**config.mk**
```make
export PLATFORM = sky130hd
export DESIGN_NAME = tlv_key_value_lookup
export DESIGN_NICKNAME = d
export VERILOG_FILES = /design/src/design/tkv_pkg.sv /design/src/design/tkv_key_store.sv /design/src/design/tkv_parser.sv /design/src/design/tlv_key_value_lookup.sv
export SDC_FILE = /design/constraint.sdc
export NUM_CORES = 1
export LEC_CHECK = 0
export BUFFER_PORTS_ARGS = -buffer_cell sky130_fd_sc_hd__clkbuf_2
export CAP_MARGIN = 10
export CORE_MARGIN = 4
export CORE_UTILIZATION = 50
export DETAILED_ROUTE_END_ITERATION = 8
export HOLD_SLACK_MARGIN = 0.1
export PLACE_DENSITY = 0.77
export SYNTH_ARGS = -nofsm -noshare
export SYNTH_HDL_FRONTEND = slang
export SYNTH_SLANG_ARGS = --single-unit
```
**constraint.sdc**
```tcl
create_clock -name clock -period 6.8 [get_ports clock]
set_input_delay 1.36 -clock clock [delete_from_list [all_inputs] [get_ports clock]]
set_output_delay 1.36 -clock clock [all_outputs]
set_load 0.005 [all_outputs]
```
**src/design/tkv_pkg.sv**
```systemverilog
// ----------------------------------------------------------------------------
// TLV key/value lookup package
// Shared constants, phase and status codes, and the structs that pass
// between the key store, the parser and the top level.
// ----------------------------------------------------------------------------
package tkv_pkg;

   // Largest key that can ever match.
   localparam int MAX_KEY_BYTES = 32;
   localparam int KEY_IDX_W     = $clog2(MAX_KEY_BYTES);

   // Configuration register indexes.
   localparam logic [2:0] CSR_KEY_LENGTH = 3'd0;
   localparam logic [2:0] CSR_KEY_0_7    = 3'd1;
   localparam logic [2:0] CSR_KEY_8_15   = 3'd2;
   localparam logic [2:0] CSR_KEY_16_23  = 3'd3;
   localparam logic [2:0] CSR_KEY_24_31  = 3'd4;

   // Parser phases.
   localparam logic [2:0] PH_CNT_HI  = 3'd0;
   localparam logic [2:0] PH_CNT_LO  = 3'd1;
   localparam logic [2:0] PH_KLEN_HI = 3'd2;
   localparam logic [2:0] PH_KLEN_LO = 3'd3;
   localparam logic [2:0] PH_KEY     = 3'd4;
   localparam logic [2:0] PH_VLEN    = 3'd5;
   localparam logic [2:0] PH_SKIP    = 3'd6;
   localparam logic [2:0] PH_MATCHV  = 3'd7;

   // Result status codes.
   localparam logic [2:0] ST_SCAN      = 3'd0;
   localparam logic [2:0] ST_VALUE     = 3'd1;
   localparam logic [2:0] ST_LAST      = 3'd2;
   localparam logic [2:0] ST_NOT_FOUND = 3'd3;
   localparam logic [2:0] ST_TRUNC     = 3'd4;

   // Configured key as seen by the parser for the current key byte.
   typedef struct packed {
      logic [5:0] key_length;
      logic [7:0] key_byte;
   } key_info_type;

   // One result word.
   typedef struct packed {
      logic [2:0]  status;
      logic [7:0]  value_byte;
      logic [31:0] value_length;
   } result_type;

endpackage

```
**src/design/tkv_key_store.sv**
```systemverilog
// ----------------------------------------------------------------------------
// TLV lookup key store
// Holds the configured key length and key bytes and selects the key byte
// that the parser is comparing against.
// ----------------------------------------------------------------------------
module tkv_key_store (
   input  logic                          clock,
   input  logic                          reset,
   input  logic                          csr_we,
   input  logic [2:0]                    csr_index,
   input  logic [63:0]                   csr_wdata,
   input  logic [tkv_pkg::KEY_IDX_W-1:0] key_index,
   output tkv_pkg::key_info_type         key_info
);

   logic [5:0]  key_length_ff;
   logic [63:0] key_words_ff [4];
   logic [63:0] key_word;

   // Register writes; unknown indexes are dropped.
   always_ff @(posedge clock) begin
      if (reset) begin
         key_length_ff   <= '0;
         key_words_ff[0] <= '0;
         key_words_ff[1] <= '0;
         key_words_ff[2] <= '0;
         key_words_ff[3] <= '0;
      end else if (csr_we) begin
         unique case (csr_index)
            tkv_pkg::CSR_KEY_LENGTH: key_length_ff   <= csr_wdata[5:0];
            tkv_pkg::CSR_KEY_0_7:    key_words_ff[0] <= csr_wdata;
            tkv_pkg::CSR_KEY_8_15:   key_words_ff[1] <= csr_wdata;
            tkv_pkg::CSR_KEY_16_23:  key_words_ff[2] <= csr_wdata;
            tkv_pkg::CSR_KEY_24_31:  key_words_ff[3] <= csr_wdata;
            default: ;
         endcase
      end
   end

   // The first byte of each word sits in the top bits.
   assign key_word            = key_words_ff[key_index[4:3]];
   assign key_info.key_byte   = key_word[{3'd7 - key_index[2:0], 3'b000} +: 8];
   assign key_info.key_length = key_length_ff;

endmodule

```
**src/design/tkv_parser.sv**
```systemverilog
// ----------------------------------------------------------------------------
// TLV lookup parser
// Walks the blob one byte per step: entry count, key length, key compare,
// value length, then skips or streams the value. Produces one result per byte.
// ----------------------------------------------------------------------------
module tkv_parser (
   input  logic                          clock,
   input  logic                          reset,
   input  logic                          step,
   input  logic [7:0]                    blob_byte,
   input  logic                          blob_end,
   input  tkv_pkg::key_info_type         key_info,
   output logic [tkv_pkg::KEY_IDX_W-1:0] key_index,
   output tkv_pkg::result_type           result
);

   logic [2:0]  phase_ff, phase_in;
   logic [15:0] entries_ff, entries_in;
   logic [31:0] count_ff, count_in;
   logic [15:0] entry_klen_ff, entry_klen_in;
   logic        match_ff, match_in;
   logic [31:0] value_len_ff, value_len_in;
   logic        done_ff, done_in;

   logic [15:0] klen_new;
   logic [31:0] vlen_new;
   logic [31:0] count_inc;
   logic [31:0] count_dec;
   logic        entry_over;

   assign key_index = count_ff[tkv_pkg::KEY_IDX_W-1:0];
   assign count_inc = count_ff + 32'd1;
   assign count_dec = (count_ff != 32'd0) ? count_ff - 32'd1 : count_ff;
   assign klen_new  = {entry_klen_ff[15:8], blob_byte};
   assign vlen_new  = {value_len_ff[23:0], blob_byte};

   // Next state and result for the byte in the input register.
   always_comb begin
      phase_in      = phase_ff;
      entries_in    = entries_ff;
      count_in      = count_ff;
      entry_klen_in = entry_klen_ff;
      match_in      = match_ff;
      value_len_in  = value_len_ff;
      done_in       = done_ff;
      entry_over    = 1'b0;
      result        = '{status: tkv_pkg::ST_SCAN, value_byte: 8'd0, value_length: 32'd0};

      if (!done_ff) begin
         unique case (phase_ff)
            tkv_pkg::PH_CNT_HI: begin
               entries_in = {blob_byte, 8'd0};
               phase_in   = tkv_pkg::PH_CNT_LO;
            end
            tkv_pkg::PH_CNT_LO: begin
               entries_in = {entries_ff[15:8], blob_byte};
               if ({entries_ff[15:8], blob_byte} == 16'd0) begin
                  result.status = tkv_pkg::ST_NOT_FOUND;
                  done_in       = 1'b1;
               end else begin
                  phase_in = tkv_pkg::PH_KLEN_HI;
               end
            end
            tkv_pkg::PH_KLEN_HI: begin
               entry_klen_in = {blob_byte, 8'd0};
               phase_in      = tkv_pkg::PH_KLEN_LO;
            end
            tkv_pkg::PH_KLEN_LO: begin
               entry_klen_in = klen_new;
               match_in      = (klen_new == {10'd0, key_info.key_length}) &&
                               (key_info.key_length <= 6'(tkv_pkg::MAX_KEY_BYTES));
               count_in      = 32'd0;
               phase_in      = (klen_new == 16'd0) ? tkv_pkg::PH_VLEN : tkv_pkg::PH_KEY;
            end
            tkv_pkg::PH_KEY: begin
               if (match_ff && ((count_ff >= 32'(tkv_pkg::MAX_KEY_BYTES)) ||
                                (key_info.key_byte != blob_byte)))
                  match_in = 1'b0;
               if (count_inc >= {16'd0, entry_klen_ff}) begin
                  count_in = 32'd0;
                  phase_in = tkv_pkg::PH_VLEN;
               end else begin
                  count_in = count_inc;
               end
            end
            tkv_pkg::PH_VLEN: begin
               value_len_in = vlen_new;
               count_in     = count_inc;
               if (count_inc >= 32'd4) begin
                  count_in = vlen_new;
                  if (match_ff) begin
                     if (vlen_new == 32'd0) begin
                        result.status = tkv_pkg::ST_LAST;
                        done_in       = 1'b1;
                     end else begin
                        phase_in = tkv_pkg::PH_MATCHV;
                     end
                  end else if (vlen_new == 32'd0) begin
                     entry_over = 1'b1;
                  end else begin
                     phase_in = tkv_pkg::PH_SKIP;
                  end
               end
            end
            tkv_pkg::PH_SKIP: begin
               count_in = count_dec;
               if (count_dec == 32'd0)
                  entry_over = 1'b1;
            end
            tkv_pkg::PH_MATCHV: begin
               count_in            = count_dec;
               result.value_byte   = blob_byte;
               result.value_length = value_len_ff;
               if (count_dec == 32'd0) begin
                  result.status = tkv_pkg::ST_LAST;
                  done_in       = 1'b1;
               end else begin
                  result.status = tkv_pkg::ST_VALUE;
               end
            end
            default: phase_in = tkv_pkg::PH_CNT_HI;
         endcase

         // An entry that was skipped uses up one from the count.
         if (entry_over) begin
            entries_in = entries_ff - 16'd1;
            if (entries_ff == 16'd1) begin
               result.status = tkv_pkg::ST_NOT_FOUND;
               done_in       = 1'b1;
            end else begin
               phase_in = tkv_pkg::PH_KLEN_HI;
            end
         end

         // A blob that ends before an answer.
         if (blob_end && !done_in) begin
            if (phase_in == tkv_pkg::PH_MATCHV) begin
               result.status       = tkv_pkg::ST_TRUNC;
               result.value_length = value_len_in;
            end else begin
               result.status       = tkv_pkg::ST_NOT_FOUND;
               result.value_length = 32'd0;
            end
            result.value_byte = 8'd0;
         end
      end
   end

   // Parser state; the last byte of a blob restarts the parse.
   always_ff @(posedge clock) begin
      if (reset || (step && blob_end)) begin
         phase_ff      <= tkv_pkg::PH_CNT_HI;
         entries_ff    <= '0;
         count_ff      <= '0;
         entry_klen_ff <= '0;
         match_ff      <= 1'b0;
         value_len_ff  <= '0;
         done_ff       <= 1'b0;
      end else if (step) begin
         phase_ff      <= phase_in;
         entries_ff    <= entries_in;
         count_ff      <= count_in;
         entry_klen_ff <= entry_klen_in;
         match_ff      <= match_in;
         value_len_ff  <= value_len_in;
         done_ff       <= done_in;
      end
   end

`ifndef SYNTH
   // Once the answer is out, the phase holds until the blob ends.
   a_done_holds_phase: assert property (@(posedge clock) disable iff (reset)
      done_ff && !(step && blob_end) |=> $stable(phase_ff))
      else $error("parser phase moved after the answer");

   // The end of a blob always restarts the parse.
   a_end_restarts: assert property (@(posedge clock) disable iff (reset)
      step && blob_end |=> (phase_ff == tkv_pkg::PH_CNT_HI) && !done_ff)
      else $error("parser did not restart at end of blob");

   // Value bytes come only from a matched value.
   a_value_from_match: assert property (@(posedge clock) disable iff (reset)
      step && (result.status == tkv_pkg::ST_VALUE) |->
      (phase_ff == tkv_pkg::PH_MATCHV) && !done_ff)
      else $error("value byte outside a matched value");
`endif

endmodule

```
**src/design/tlv_key_value_lookup.sv**
```systemverilog
// Throughput: one blob byte per cycle while the result register is free or
// being drained; the parser updates every state field of one byte in a
// single step between the input and result registers.
// Reset (synchronous, active high) empties both registers, restarts the
// parser at the entry count and clears the key length and key bytes.
// ----------------------------------------------------------------------------
// TLV key/value lookup top level
// Searches a key/value blob for the configured key and streams out the
// value of the first matching entry, with one result word per blob byte.
// ----------------------------------------------------------------------------
module tlv_key_value_lookup (
   input  logic        clock,
   input  logic        reset,
   // Blob bytes.
   input  logic        req_tvalid,
   output logic        req_tready,
   input  logic [7:0]  req_tdata,   // [7:0] blob_byte
   input  logic        req_tlast,   // blob_end
   // Result words.
   output logic        rsp_tvalid,
   input  logic        rsp_tready,
   output logic [39:0] rsp_tdata,   // [7:0] value_byte, [39:8] value_length
   output logic [2:0]  rsp_tuser,   // [2:0] status
   // Configuration writes.
   input  logic        csr_we,
   input  logic [2:0]  csr_index,
   input  logic [63:0] csr_wdata
);

   logic                          in_valid_ff;
   logic [7:0]                    in_byte_ff;
   logic                          in_end_ff;
   logic                          advance;
   logic                          out_valid_ff;
   tkv_pkg::result_type           out_result_ff;
   tkv_pkg::result_type           result;
   tkv_pkg::key_info_type         key_info;
   logic [tkv_pkg::KEY_IDX_W-1:0] key_index;

   // A byte moves on when the result register is free or being drained.
   assign advance    = in_valid_ff && (!out_valid_ff || rsp_tready);
   assign req_tready = !in_valid_ff || advance;

   // Input register.
   always_ff @(posedge clock) begin
      if (reset)
         in_valid_ff <= 1'b0;
      else if (req_tready)
         in_valid_ff <= req_tvalid;
   end

   always_ff @(posedge clock) begin
      if (req_tready && req_tvalid) begin
         in_byte_ff <= req_tdata;
         in_end_ff  <= req_tlast;
      end
   end

   tkv_key_store u_key_store (
      .clock     (clock),
      .reset     (reset),
      .csr_we    (csr_we),
      .csr_index (csr_index),
      .csr_wdata (csr_wdata),
      .key_index (key_index),
      .key_info  (key_info)
   );

   tkv_parser u_parser (
      .clock     (clock),
      .reset     (reset),
      .step      (advance),
      .blob_byte (in_byte_ff),
      .blob_end  (in_end_ff),
      .key_info  (key_info),
      .key_index (key_index),
      .result    (result)
   );

   // Result register.
   always_ff @(posedge clock) begin
      if (reset)
         out_valid_ff <= 1'b0;
      else if (advance)
         out_valid_ff <= 1'b1;
      else if (rsp_tready)
         out_valid_ff <= 1'b0;
   end

   always_ff @(posedge clock) begin
      if (advance)
         out_result_ff <= result;
   end

   assign rsp_tvalid = out_valid_ff;
   assign rsp_tdata  = {out_result_ff.value_length, out_result_ff.value_byte};
   assign rsp_tuser  = out_result_ff.status;

`ifndef SYNTH
   // A byte that cannot move on stays in the input register.
   a_input_held: assert property (@(posedge clock) disable iff (reset)
      in_valid_ff && !advance |=> in_valid_ff && $stable(in_byte_ff))
      else $error("input byte dropped while stalled");

   // A parser step always leaves a result word behind.
   a_step_gives_word: assert property (@(posedge clock) disable iff (reset)
      advance |=> out_valid_ff)
      else $error("parser step produced no result word");

   // The result register is only overwritten once emptied or drained.
   a_no_overwrite: assert property (@(posedge clock) disable iff (reset)
      advance |-> !out_valid_ff || rsp_tready)
      else $error("result word overwritten");
`endif

endmodule

```
==> metrics <==
outcome finished, final reports clean; Netlist Area Pre-Place about 21,000 um^2; Rows 75; Filler cells 3,494; crit path launch u_parser.count_ff[1]; clock latency on the worst-skew pair 0.56 ns; routed via count 15,059; largest net degree at the start of global routing 65; Initial DRC Count 1,354; vias in the first global route approximately 15,000; proportion of layout cells with a drive suffix above 1 0.169; CP delay by family, top simple AND/OR/NAND/NOR gates; Crit path largest cell delay 0.73 ns; hold_buf cts 0; CTS Sinks between 400 and 500; drt wl/cell 21.5 um; DRC viols 0; GR Overflow Total 0; cell count after synthesis 1,850; Seq cells post-synth 419; worst-path cell chain inv_2 -> ha_1 -> or4b_2 -> nor4_1 -> o311ai_0 -> xor2_1 -> nand4_1 -> nor4_1 -> a31o_2 -> nor2b_1 -> nor4_4 -> buf_4 -> a22o_1; Hold Violations, Final 0; CP required 7.10 ns; CTS tree yes; global-route wire length before repair 83.9 mm; Clock Tree Buf Depth 3; area of the multi-input gates 9070 um^2; Post-Syn Area per Cell 11.4 um^2; Worst Tran Pin Value 1.17 ns; Pwr Density roughly 230 nW/um^2; class of the worst hold path flop to flop; fmax 183 MHz; Cell variety after synth between 80 and 90; clk slew on worst S/H paths approximately 0.060 ns; drt pass-1 iters 5; CORE AREA 41,900 um^2; Min-Delay Startpoint u_parser.value_len_ff[29]; most used cell, CP nor4_1; Max Cap Viol 0; CP Launch Type flop; number of buffers created by CTS between 40 and 50; ys flop type edfxtp_1; post-DP HPWL 33.8 mm; drt total wl 53.3 mm; post-route insts no fill 2,477; gpl congestion 0.927; synth warn 0; postcts setup bufs 0; number of port buffers 125; period utilisation layout 0.803; Seq. cell area ~11,000 um^2; Slew HR 0.222; async set or reset register ratio after synthesis 0; Slowest-stage cell, CP or4b_2; initial core utilization 0.505; clock skew roughly 0.024 ns; clock root buffer clkbuf_16; IO Count 126; Final Max Tran Viols 0; EDFF count, synth 308; CP Class flop to flop; area of the die ~46,000 um^2; Critical Path End Type flop; Peak VDD IR 231 uV; final setup vio count 0; FF-to-FF setup slack 1.34 ns; Final min period 5.46 ns; Mapped Nets between 1,500 and 2,000; placed insts 2,396; Area growth syn-to-layout 11.0%; initial antenna violation count 8; Die Height 214 um; Worst Path Max Fanout 32; residual antenna-violating net count after detailed routing 0; crit path buf inv count 2; leakage power 8.26 nW; Vias/cell 6.08; unrepaired setup endpoints after global routing no; width of the die 214 um; htree depth 2; setup_tns 0 ns; Total GRT Usage 0.233; Critical R2R Launch u_parser.count_ff[1]; Worst EP arrival 5.76 ns; Final #Nets between 2,000 and 2,500; # resized after CTS 0; register area share after synthesis 0.542
==> where the power goes <==
group          internal [W]  switching, W  total, W  leakage (nW)
logic              0.000120      0.000193  0.000313          3.74
registers           0.00287     0.0000390   0.00290          3.87
clock network       0.00125      0.000973   0.00222         0.641
==> Yosys cell counts (all sizes together) (6+ instances only) <==
master   instances  share of area
edfxtp         308           0.44
and2           262          0.077
nand2          158          0.028
clkbuf         126          0.022
dfxtp          111           0.11
nor2           110          0.020
a21oi          107          0.025
mux4            80          0.085
o21ai           52          0.012
nor4            46          0.015
nand3           38         0.0092
nor3            37         0.0090
a22o            33          0.014
xnor2           33          0.014
inv             28         0.0050
xor2            26          0.011
nand4           23         0.0078
and3            21         0.0062
buf             21         0.0052
ha              20          0.012
or4             17         0.0064
mux2i           16         0.0076
a211oi          14         0.0058
a31oi           13         0.0038
or3             13         0.0038
a22oi           10         0.0035
nand2b           9         0.0027
a21boi           8         0.0028
o22ai            8         0.0024
a2111oi          7         0.0029
o31ai            7         0.0025
a311oi           6         0.0025
==> cell type report <==
type / instances / area share
multi-input cells: 1256 / 0.386
diodes: 2 / 0.000213
clock buffers: 55 / 0.0477
flip-flops and latches: 419 / 0.489
clock inverters: 23 / 0.00767
well taps: 539 / 0.0287
inverters: 28 / 0.00447
repair buffers: 155 / 0.0362
==> worst reg2reg max path, stage by stage (launching register included) <==
cell and delay (ns):
dfxtp_1 0.41, inv_2 0.57, ha_1 0.39, or4b_2 0.73
nor4_1 0.44, o311ai_0 0.26, xor2_1 0.23, nand4_1 0.14
nor4_1 0.48, a31o_2 0.57, nor2b_1 0.42, nor4_4 0.05
buf_4 0.24, a22o_1 0.28
==> final timing paths <==
| kind | end | cells after the start |
|---|---|---|
| max | rsp_tdata[39] | 13 |
| min | u_parser.value_len_ff[29] | 2 |
| max reg2reg | rsp_tdata[39] | 13 |
| min reg2reg | u_parser.value_len_ff[29] | 2 |
==> cells by family (layout without fill, tap and decap cells) <==
kind of cell / after synthesis / count (layout) / share of synthesized area
xor+xnor: 59 / 59 / 0.0244
buf+inv: 175 / 261 / 0.0325
flops: 419 / 419 / 0.542
mux: 98 / 98 / 0.0938
simple gates: 760 / 760 / 0.196
fa+ha+maj: 20 / 20 / 0.0118
other cells: 0 / 2 / 0
compound gates: 319 / 319 / 0.0995
==> state kept, by name (all words and copies together) (netlist names), 6 cells and up, named ones only <==
| signal | count |
|---|---|
| u_parser.entry_klen_ff | 16 |
| u_parser.count_ff | 32 |
| u_key_store.key_length_ff | 6 |
| u_parser.entries_ff | 16 |
| in_byte_ff | 8 |
| u_parser.value_len_ff | 32 |
| u_key_store.key_words_ff | 256 |
| rsp_tdata | 40 |
==> layout by cell type (no fill, tap or decap), drive strengths merged, types with 33 or more instances in the layout <==
cell type,netlist,layout
and2,262,262
clkbuf,126,180
nor4,46,46
xnor2,33,33
nor3,37,37
o21ai,52,52
a22o,33,33
edfxtp,308,308
a21oi,107,107
nand3,38,38
mux4,80,80
dfxtp,111,111
nor2,110,110
nand2,158,158
==> metal layers <==
layer  routed length, um  vias up  GRT usage
met5                  73        -          0
met4                1690       10     0.0724
met3                4390      125     0.0552
met2               26200      573      0.393
met1               21000     7355      0.302
li1                    -     6996          -
==> per-stage QoR <==
step	cell area (um^2)	setup WS (ns)	power (W)	utilization	hold WS [ns]
5_1_grt	23500	0.816	0.00561	0.561	0.477
2_1_floorplan	21200	1.66	0.00314	-	0.432
6_report	23500	1.34	0.00544	0.561	0.452
3_5_place_dp	22200	1.40	0.00327	0.530	0.445
4_1_cts	23500	1.37	0.00547	0.561	0.451
3_3_place_gp	22200	1.56	0.00325	0.530	0.441
(Power assumes the default switching activity.)
